===== src/hdl/qsu_pkg.sv =====
// Shared types and constants for the quoted string unescaper.
// Holds the channel payload structs, result kinds, escape phases and character codes.
// Has no dependencies.
`default_nettype none

package qsu_pkg;

  localparam int CNT_W = 16;

  typedef enum logic [1:0] {
    KIND_DATA  = 2'd0,
    KIND_DONE  = 2'd1,
    KIND_BAD   = 2'd2,
    KIND_NOEND = 2'd3
  } kind_t;

  typedef enum logic [1:0] {
    PH_PLAIN = 2'd0,
    PH_ESC   = 2'd1,
    PH_OCT1  = 2'd2,
    PH_OCT2  = 2'd3
  } phase_t;

  localparam logic [7:0] CH_QUOTE  = 8'h22;
  localparam logic [7:0] CH_BSLASH = 8'h5C;
  localparam logic [7:0] CH_N      = 8'h6E;
  localparam logic [7:0] CH_R      = 8'h72;
  localparam logic [7:0] CH_B      = 8'h62;
  localparam logic [7:0] CH_T      = 8'h74;
  localparam logic [7:0] CH_F      = 8'h66;
  localparam logic [7:0] CH_ZERO   = 8'h30;

  localparam logic [7:0] BYTE_LF = 8'h0A;
  localparam logic [7:0] BYTE_CR = 8'h0D;
  localparam logic [7:0] BYTE_BS = 8'h08;
  localparam logic [7:0] BYTE_HT = 8'h09;
  localparam logic [7:0] BYTE_FF = 8'h0C;

  typedef struct packed {
    logic [7:0] char_in;
    logic       first_char;
    logic       last_char;
  } in_item_t;

  typedef struct packed {
    kind_t            kind;
    logic [7:0]       data_byte;
    logic [CNT_W-1:0] consumed;
    logic [CNT_W-1:0] stored_count;
    logic             final_result;
  } out_item_t;

  // Literal state other than the character position, whose width is a parameter.
  typedef struct packed {
    phase_t           phase;
    logic [7:0]       octal;
    logic [CNT_W-1:0] bytes;
    logic             finished;
  } lit_state_t;

endpackage

`default_nettype wire


===== src/hdl/quoted_string_unescaper.sv =====
// Top level of the quoted string unescaper: input register, literal state and result queue.
// Depends on qsu_pkg, qsu_decode and qsu_outbuf.
`default_nettype none

// Decodes a double-quoted C-style string literal that arrives one character per
// transfer. The input channel takes one character every cycle unless it stalls.
// A character is first captured in an input register. Shallow combinational
// logic then decodes it once the queue has room, and its results are written
// into a four-entry result queue whose head drives the output channel. Most
// characters cause at most one result, and then the block sustains one
// character per cycle while the output side does not stall. A character that
// both stores a byte and carries the last-character mark without closing the
// literal causes two results (the data byte and the missing-end-quote result).
// The output channel moves one result per cycle while not stalled, so such
// characters take two output transfers. The input side stalls only while a
// character waits in the input register and the queue cannot take two more
// results. The capacity register is written through cfg_wr_en and cfg_wr_data;
// the user must write it only while the block is idle, which the block itself
// does not enforce. It resets to 65535. Characters after a final result are
// ignored until the next first-character mark. POSITION_BITS sets the width of
// the internal character counter, which saturates; the reported consumed count
// saturates at 65535.
module quoted_string_unescaper import qsu_pkg::*; #(
  parameter int POSITION_BITS = 16
) (
  input  logic             clk,
  input  logic             rst_n,
  input  logic             in_valid,
  output logic             in_stall,
  input  in_item_t         in_data,
  output logic             out_valid,
  input  logic             out_stall,
  output out_item_t        out_data,
  input  logic             cfg_wr_en,
  input  logic [CNT_W-1:0] cfg_wr_data
);

  // Input register.
  logic     in_vld_r, in_vld_nxt;
  in_item_t in_r;
  logic     in_accept;

  // Literal state and capacity register.
  lit_state_t               st_r, st_nxt;
  logic [POSITION_BITS-1:0] pos_r, pos_nxt;
  logic [CNT_W-1:0]         cap_r;

  // Decode results and queue control.
  logic      res0_vld, res1_vld;
  out_item_t res0, res1;
  logic      room2;
  logic      fire;

  // The registered character is decoded once the queue can take both of its
  // possible results.
  assign fire       = in_vld_r && room2;
  assign in_stall   = in_vld_r && !room2;
  assign in_accept  = in_valid && !in_stall;
  assign in_vld_nxt = in_accept || (in_vld_r && !fire);

  qsu_decode #(
    .POSITION_BITS(POSITION_BITS)
  ) u_decode (
    .item     (in_r),
    .cur      (st_r),
    .pos      (pos_r),
    .capacity (cap_r),
    .nxt      (st_nxt),
    .pos_nxt  (pos_nxt),
    .res0_vld (res0_vld),
    .res0     (res0),
    .res1_vld (res1_vld),
    .res1     (res1)
  );

  qsu_outbuf u_outbuf (
    .clk        (clk),
    .rst_n      (rst_n),
    .push0      (fire && res0_vld),
    .push0_data (res0),
    .push1      (fire && res1_vld),
    .push1_data (res1),
    .room2      (room2),
    .out_valid  (out_valid),
    .out_stall  (out_stall),
    .out_data   (out_data)
  );

  always_ff @(posedge clk) begin
    if (!rst_n) begin
      in_vld_r <= 1'b0;
      st_r     <= '{phase: PH_PLAIN, octal: 8'd0, bytes: '0, finished: 1'b1};
      pos_r    <= '0;
      cap_r    <= {CNT_W{1'b1}};
    end else begin
      in_vld_r <= in_vld_nxt;
      if (fire) begin
        st_r  <= st_nxt;
        pos_r <= pos_nxt;
      end
      if (cfg_wr_en) begin
        cap_r <= cfg_wr_data;
      end
    end
  end

  // The input register is a payload register and only loads on a transfer.
  always_ff @(posedge clk) begin
    if (in_accept) begin
      in_r <= in_data;
    end
  end

  // The input side only stalls while a character waits in the input register.
  a_stall_needs_item: assert property (@(posedge clk) disable iff (!rst_n)
    in_stall |-> in_vld_r)
    else $error("input stalled with an empty input register");

  // A second result from one character is always a data byte then a missing end quote.
  a_pair_order: assert property (@(posedge clk) disable iff (!rst_n)
    (fire && res1_vld) |-> (res0_vld && res0.kind == KIND_DATA &&
                            res1.kind == KIND_NOEND))
    else $error("bad pairing of two results from one character");

  // Within a literal the stored count never goes down.
  a_bytes_grow: assert property (@(posedge clk) disable iff (!rst_n)
    (fire && !in_r.first_char) |=> (st_r.bytes >= $past(st_r.bytes)))
    else $error("stored byte count decreased inside a literal");

  // A final result always marks the literal finished.
  a_final_sets_done: assert property (@(posedge clk) disable iff (!rst_n)
    (fire && res0_vld && res0.final_result) |=> st_r.finished)
    else $error("final result did not finish the literal");

endmodule

`default_nettype wire


===== src/hdl/qsu_decode.sv =====
// Per-character decode logic: next literal state and up to two results.
// Purely combinational; depends on qsu_pkg.
`default_nettype none

module qsu_decode import qsu_pkg::*; #(
  parameter int POSITION_BITS = 16
) (
  input  in_item_t                 item,
  input  lit_state_t               cur,
  input  logic [POSITION_BITS-1:0] pos,
  input  logic [CNT_W-1:0]         capacity,
  output lit_state_t               nxt,
  output logic [POSITION_BITS-1:0] pos_nxt,
  output logic                     res0_vld,
  output out_item_t                res0,
  output logic                     res1_vld,
  output out_item_t                res1
);

  logic [POSITION_BITS-1:0] pos_bump;
  logic [CNT_W-1:0]         consumed_sat;
  logic                     is_oct;
  logic [2:0]               digit;
  logic                     emit;
  logic [7:0]               emit_byte;
  logic                     stop;
  logic                     stored;
  logic [CNT_W-1:0]         bytes_inc;

  assign pos_bump = (&pos) ? pos : pos + POSITION_BITS'(1);
  assign is_oct   = (item.char_in[7:3] == CH_ZERO[7:3]);
  assign digit    = item.char_in[2:0];

  // Consumed count saturates at the width of the result field.
  if (POSITION_BITS > CNT_W) begin : g_sat
    assign consumed_sat = (|pos_bump[POSITION_BITS-1:CNT_W]) ? {CNT_W{1'b1}}
                                                              : pos_bump[CNT_W-1:0];
  end else begin : g_ext
    assign consumed_sat = CNT_W'(pos_bump);
  end

  always_comb begin
    nxt       = cur;
    pos_nxt   = pos;
    emit      = 1'b0;
    emit_byte = item.char_in;
    stop      = 1'b0;
    stored    = 1'b0;
    bytes_inc = cur.bytes + CNT_W'(1);
    res0_vld  = 1'b0;
    res1_vld  = 1'b0;
    res0      = '{kind: KIND_DATA, data_byte: 8'd0, consumed: '0,
                  stored_count: cur.bytes, final_result: 1'b0};
    res1      = '{kind: KIND_NOEND, data_byte: 8'd0, consumed: '0,
                  stored_count: cur.bytes, final_result: 1'b1};

    if (item.first_char) begin
      // A first-character mark always restarts the literal.
      nxt.phase    = PH_PLAIN;
      nxt.octal    = 8'd0;
      nxt.bytes    = '0;
      nxt.finished = 1'b0;
      pos_nxt      = POSITION_BITS'(1);
      res0.stored_count = '0;
      if (item.char_in != CH_QUOTE) begin
        res0_vld          = 1'b1;
        res0.kind         = KIND_BAD;
        res0.final_result = 1'b1;
        nxt.finished      = 1'b1;
      end else if (item.last_char) begin
        res0_vld          = 1'b1;
        res0.kind         = KIND_NOEND;
        res0.final_result = 1'b1;
        nxt.finished      = 1'b1;
      end
    end else if (!cur.finished) begin
      pos_nxt = pos_bump;
      unique case (cur.phase)
        PH_PLAIN: begin
          if (item.char_in == CH_BSLASH) begin
            nxt.phase = PH_ESC;
          end else if (item.char_in == CH_QUOTE) begin
            stop              = 1'b1;
            res0_vld          = 1'b1;
            res0.kind         = KIND_DONE;
            res0.consumed     = consumed_sat;
            res0.final_result = 1'b1;
          end else begin
            emit = 1'b1;
          end
        end
        PH_ESC: begin
          if (is_oct) begin
            nxt.octal = {digit[1:0], 6'd0};
            nxt.phase = PH_OCT1;
          end else begin
            nxt.phase = PH_PLAIN;
            emit      = 1'b1;
            case (item.char_in)
              CH_N:      emit_byte = BYTE_LF;
              CH_R:      emit_byte = BYTE_CR;
              CH_B:      emit_byte = BYTE_BS;
              CH_T:      emit_byte = BYTE_HT;
              CH_F:      emit_byte = BYTE_FF;
              CH_BSLASH: emit_byte = CH_BSLASH;
              CH_QUOTE:  emit_byte = CH_QUOTE;
              default: begin
                emit      = 1'b0;
                stop      = 1'b1;
                nxt.phase = cur.phase;
              end
            endcase
          end
        end
        PH_OCT1: begin
          if (is_oct) begin
            nxt.octal = cur.octal | {2'd0, digit, 3'd0};
            nxt.phase = PH_OCT2;
          end else begin
            stop = 1'b1;
          end
        end
        PH_OCT2: begin
          if (is_oct) begin
            nxt.octal = cur.octal | {5'd0, digit};
            nxt.phase = PH_PLAIN;
            emit      = 1'b1;
            emit_byte = cur.octal | {5'd0, digit};
          end else begin
            stop = 1'b1;
          end
        end
        default: stop = 1'b1;
      endcase

      if (stop && !res0_vld) begin
        res0_vld          = 1'b1;
        res0.kind         = KIND_BAD;
        res0.final_result = 1'b1;
      end
      if (stop) begin
        nxt.finished = 1'b1;
      end

      // Bytes past the capacity are dropped without a result.
      if (emit && (cur.bytes < capacity)) begin
        stored            = 1'b1;
        nxt.bytes         = bytes_inc;
        res0_vld          = 1'b1;
        res0.data_byte    = emit_byte;
        res0.stored_count = bytes_inc;
      end

      if (!stop && item.last_char) begin
        nxt.finished = 1'b1;
        if (stored) begin
          res1_vld          = 1'b1;
          res1.stored_count = bytes_inc;
        end else begin
          res0_vld          = 1'b1;
          res0.kind         = KIND_NOEND;
          res0.final_result = 1'b1;
        end
      end
    end
  end

endmodule

`default_nettype wire


===== src/hdl/qsu_outbuf.sv =====
// Four-entry result queue that takes up to two results per cycle.
// Depends on qsu_pkg for the result struct.
`default_nettype none

module qsu_outbuf import qsu_pkg::*; (
  input  logic      clk,
  input  logic      rst_n,
  input  logic      push0,
  input  out_item_t push0_data,
  input  logic      push1,
  input  out_item_t push1_data,
  output logic      room2,
  output logic      out_valid,
  input  logic      out_stall,
  output out_item_t out_data
);

  localparam int DEPTH = 4;
  localparam int PTR_W = $clog2(DEPTH);
  localparam int CNT_BITS = $clog2(DEPTH + 1);

  out_item_t            mem_r [DEPTH];
  logic [PTR_W-1:0]     wr_ptr_r, wr_ptr_nxt;
  logic [PTR_W-1:0]     rd_ptr_r, rd_ptr_nxt;
  logic [CNT_BITS-1:0]  cnt_r, cnt_nxt;
  logic                 pop;
  logic [PTR_W-1:0]     wr_ptr_p1;

  assign out_valid = (cnt_r != '0);
  assign out_data  = mem_r[rd_ptr_r];
  assign pop       = out_valid && !out_stall;
  assign room2     = (cnt_r <= CNT_BITS'(DEPTH - 2));
  assign wr_ptr_p1 = wr_ptr_r + PTR_W'(1);

  always_comb begin
    wr_ptr_nxt = wr_ptr_r + PTR_W'(push0) + PTR_W'(push1);
    rd_ptr_nxt = rd_ptr_r + PTR_W'(pop);
    cnt_nxt    = cnt_r + CNT_BITS'(push0) + CNT_BITS'(push1) - CNT_BITS'(pop);
  end

  always_ff @(posedge clk) begin
    if (!rst_n) begin
      wr_ptr_r <= '0;
      rd_ptr_r <= '0;
      cnt_r    <= '0;
    end else begin
      wr_ptr_r <= wr_ptr_nxt;
      rd_ptr_r <= rd_ptr_nxt;
      cnt_r    <= cnt_nxt;
    end
  end

  always_ff @(posedge clk) begin
    if (push0) begin
      mem_r[wr_ptr_r] <= push0_data;
    end
    if (push1) begin
      mem_r[wr_ptr_p1] <= push1_data;
    end
  end

endmodule

`default_nettype wire


===== config.mk =====
export PLATFORM = sky130hd
export DESIGN_NAME = quoted_string_unescaper
export DESIGN_NICKNAME = d
export VERILOG_FILES = /design/src/hdl/qsu_pkg.sv /design/src/hdl/quoted_string_unescaper.sv /design/src/hdl/qsu_decode.sv /design/src/hdl/qsu_outbuf.sv
export SDC_FILE = /design/constraint.sdc
export NUM_CORES = 1
export LEC_CHECK = 0
export BUFFER_PORTS_ARGS = -buffer_cell sky130_fd_sc_hd__clkbuf_2
export CORE_ASPECT_RATIO = 0.5
export CORE_MARGIN = 2
export CORE_UTILIZATION = 36
export DETAILED_ROUTE_END_ITERATION = 8
export PLACE_DENSITY = 0.59
export RECOVER_POWER = 25
export SLEW_MARGIN = 5
export SYNTH_ARGS = -nofsm -noshare
export SYNTH_HDL_FRONTEND = slang
export SYNTH_SLANG_ARGS = --single-unit

===== constraint.sdc =====
create_clock -name clk -period 4.85 [get_ports clk]
set_input_delay 0.97 -clock clk [delete_from_list [all_inputs] [get_ports clk]]
set_output_delay 0.97 -clock clk [all_outputs]
set_load 0.02 [all_outputs]

==> out/qor.txt <==
Status: finished with violations
CTS Buffer Depth: 3
Final net count: 1,395
Die Y: 136 um
Number of routed nets with antenna violations: 0
Crit path max fanout: 30
Cell Area, Synth: 0.0126 mm^2
Source of the critical timing path: u_outbuf.rd_ptr_r[0]
Max-Cap Viols: 3
Syn Area/Cell: 9.57 um^2
Register bit total from synthesis: 249
Fillcell total: 3,318
DRT Pass-1 Iters: 5
Layout cells sized above 1: 0.137
Worst reg2reg setup slack: 690 ps
First-pass GRT wire length: 57,800 um
Synth area leaders: dfxtp_1 (28%), edfxtp_1 (18%), mux4_2 (7.7%)
Violated checks: capacitance limit, slew limit
TritonCTS clock tree: yes
Cell Area, Placed: 0.0133 mm^2
Pwr/cell area: 359 mW/mm^2
Setup bufs post-CTS: 0
# DRC: 0
Clk_lat worst skew: 540 ps
GR Util All Layers: 0.204
Count of boundary I/O pins: 76
Clock Sinks: 249
Cell taking the most area after synthesis: dfxtp_1
Setup CP Type: flop to output pin
Placeable Area: 0.0344 mm^2
CP Launch Type: flop
Initial Utilization: 0.365
Setup tns final: 0 ps
Cell count after synthesis: 1,314
Number of synthesized flops with an enable pin: 74
Async SR Flop Fraction: 0
Slew Limit Fails: 71
Syn_nets: 1,368
Highest Clock Rate: 0.237 GHz
Slew headroom: -0.298
Crit. End Element: output pin
Detailed-route via count: 10.4k
Post-DP HPWL: 25,100 um
Clock Tree Root: clkbuf_16
Actual slew at the worst max-slew pin: 1950 ps
Data required time of the worst path: 3880 ps
Worst IR drop on VDD: 0.000214 V
Final wirelength: 37,800 um
1st-iter DRT viols: 1,175
Resize count post-CTS: 0
Hold buffer count at CTS: 0
Period minus WS final: 4210 ps
Hold Vio Cnt, Final: 0
Final-report setup violation count: 0
Final global-route overflow total: 0
CTS buffer count: 25
Leakage: 5.05 nW
Worst hold path class: flop to flop
Most common cell in the synthesized netlist: nand2_1
RR Startpoint: in_r[4]
H-tree depth: 1
Via density: 5.66
Clock skew: 16.8 ps
Post-synth top area share: 0.279
Clk slew on worst S/H paths: 60 ps
Rows: 48
RSZ-0062 raised after global routing: false
Hold_sp: u_outbuf.mem_r[3][27]
Arrival time at the worst endpoint: 3240 ps
Final period utilization: 0.869
Area growth syn-to-layout: 12.0%
Initial antenna violation count: 0
Vias in the first global route: 9,855
N_diodes: 0
Warnings, synthesis: 0
Post-synthesis sequential area ratio: 0.455
Cell variety after synth: 74
Most frequent cells after synthesis: nand2_1 (194), dfxtp_1 (175), nand3_1 (87), o21ai_0 (83), nor2_1 (77)
Routed WL per cell: 20.6 um
Final core occ: 0.409
Die Width: 268 um
RePlAce Congestion: 0.898
Post-route cell area: 0.0141 mm^2
Primary FF master, synth: dfxtp_1
Pin count of the biggest net entering global routing: 43
Die area: 0.0365 mm^2
Port bufs: 75
[placed cells by master (no fill, tap or decap), types with 19 or more instances in the layout]
| master | n |
|---|---|
| clkbuf_16 | 27 |
| a22o_1 | 24 |
| inv_1 | 30 |
| buf_4 | 19 |
| nand2_1 | 194 |
| dfxtp_1 | 174 |
| a21oi_1 | 54 |
| mux4_2 | 43 |
| nor2_1 | 77 |
| clkbuf_1 | 25 |
| nor2b_1 | 21 |
| nand3_1 | 87 |
| ha_1 | 20 |
| o2bb2ai_1 | 33 |
| xnor2_1 | 27 |
| o211ai_1 | 23 |
| nor3_1 | 26 |
| clkbuf_2 | 58 |
| o21ai_0 | 83 |
| edfxtp_1 | 74 |
[worst max-delay path, cell delays in order, from the launching register on]
cell and delay, ps:
dfxtp_1 1640, buf_4 490, mux4_2 380, clkbuf_2 180
[metrics by stage]
stage                     cells  hold slack [ps]  setup WS, ps  power [mW]
after global routing       1835              472           332        5.26
final                      1835              447           637        5.06
after CTS                  1835              450           727        5.11
after global placement     1789              433           802        3.16
after floorplan            1314              426          1080        2.88
after detailed placement   1789              441           726        3.16
[final cells by class]
class                           count  area, um^2  area share
Tap cell                          475         594      0.0422
Sequential cell                   249        5730       0.407
Multi-Input combinational cell    935        6300       0.448
Inverter                           32         120     0.00853
Timing Repair Buffer               98         510      0.0363
Clock buffer                       35         747      0.0531
Clock inverter                     11        76.3     0.00542
[cells by family (layout without fill, tap and decap cells)]
group           count (synthesis)  count (layout)  synth area share
compound gates                315             315             0.172
xor+xnor                       35              35            0.0244
fa+ha+maj                      23              23            0.0247
buf+inv                       130             176            0.0424
flops                         249             249             0.455
mux                            56              56            0.0877
simple gates                  506             506             0.194
[path summary, 6_finish.rpt]
kind,endpoint,cells past startpoint
setup reg to reg,u_outbuf.cnt_r[1],12
hold / removal,u_outbuf.mem_r[3][27],2
setup / recovery,out_data[26],3
hold reg to reg,u_outbuf.mem_r[3][27],2
[state kept, by name, indices dropped and copies added (netlist names)]
signal	flops
cap_r	16
in_r	10
in_vld_r	1
pos_r	16
st_r	27
u_outbuf.cnt_r	3
u_outbuf.mem_r	172
u_outbuf.rd_ptr_r	2
u_outbuf.wr_ptr_r	2
[metal layers]
layer | track usage | wire, um | vias up | share of wire
li1 | - | - | 4878 | -
met1 | 0.301 | 17800 | 5062 | 0.47
met2 | 0.298 | 16200 | 408 | 0.43
met3 | 0.0525 | 3280 | 47 | 0.087
met4 | 0.0447 | 498 | 0 | 0.013
met5 | 0 | 0 | - | 0
[report_power, final]
part / internal, mW / total (mW) / switching (mW)
Combinational: 0.313 / 0.769 / 0.456
Sequential: 2.21 / 2.33 / 0.121
Clock: 1.09 / 1.95 / 0.865
Total: 3.61 / 5.06 / 1.44
No activity file was read; power rests on OpenSTA's default activity.
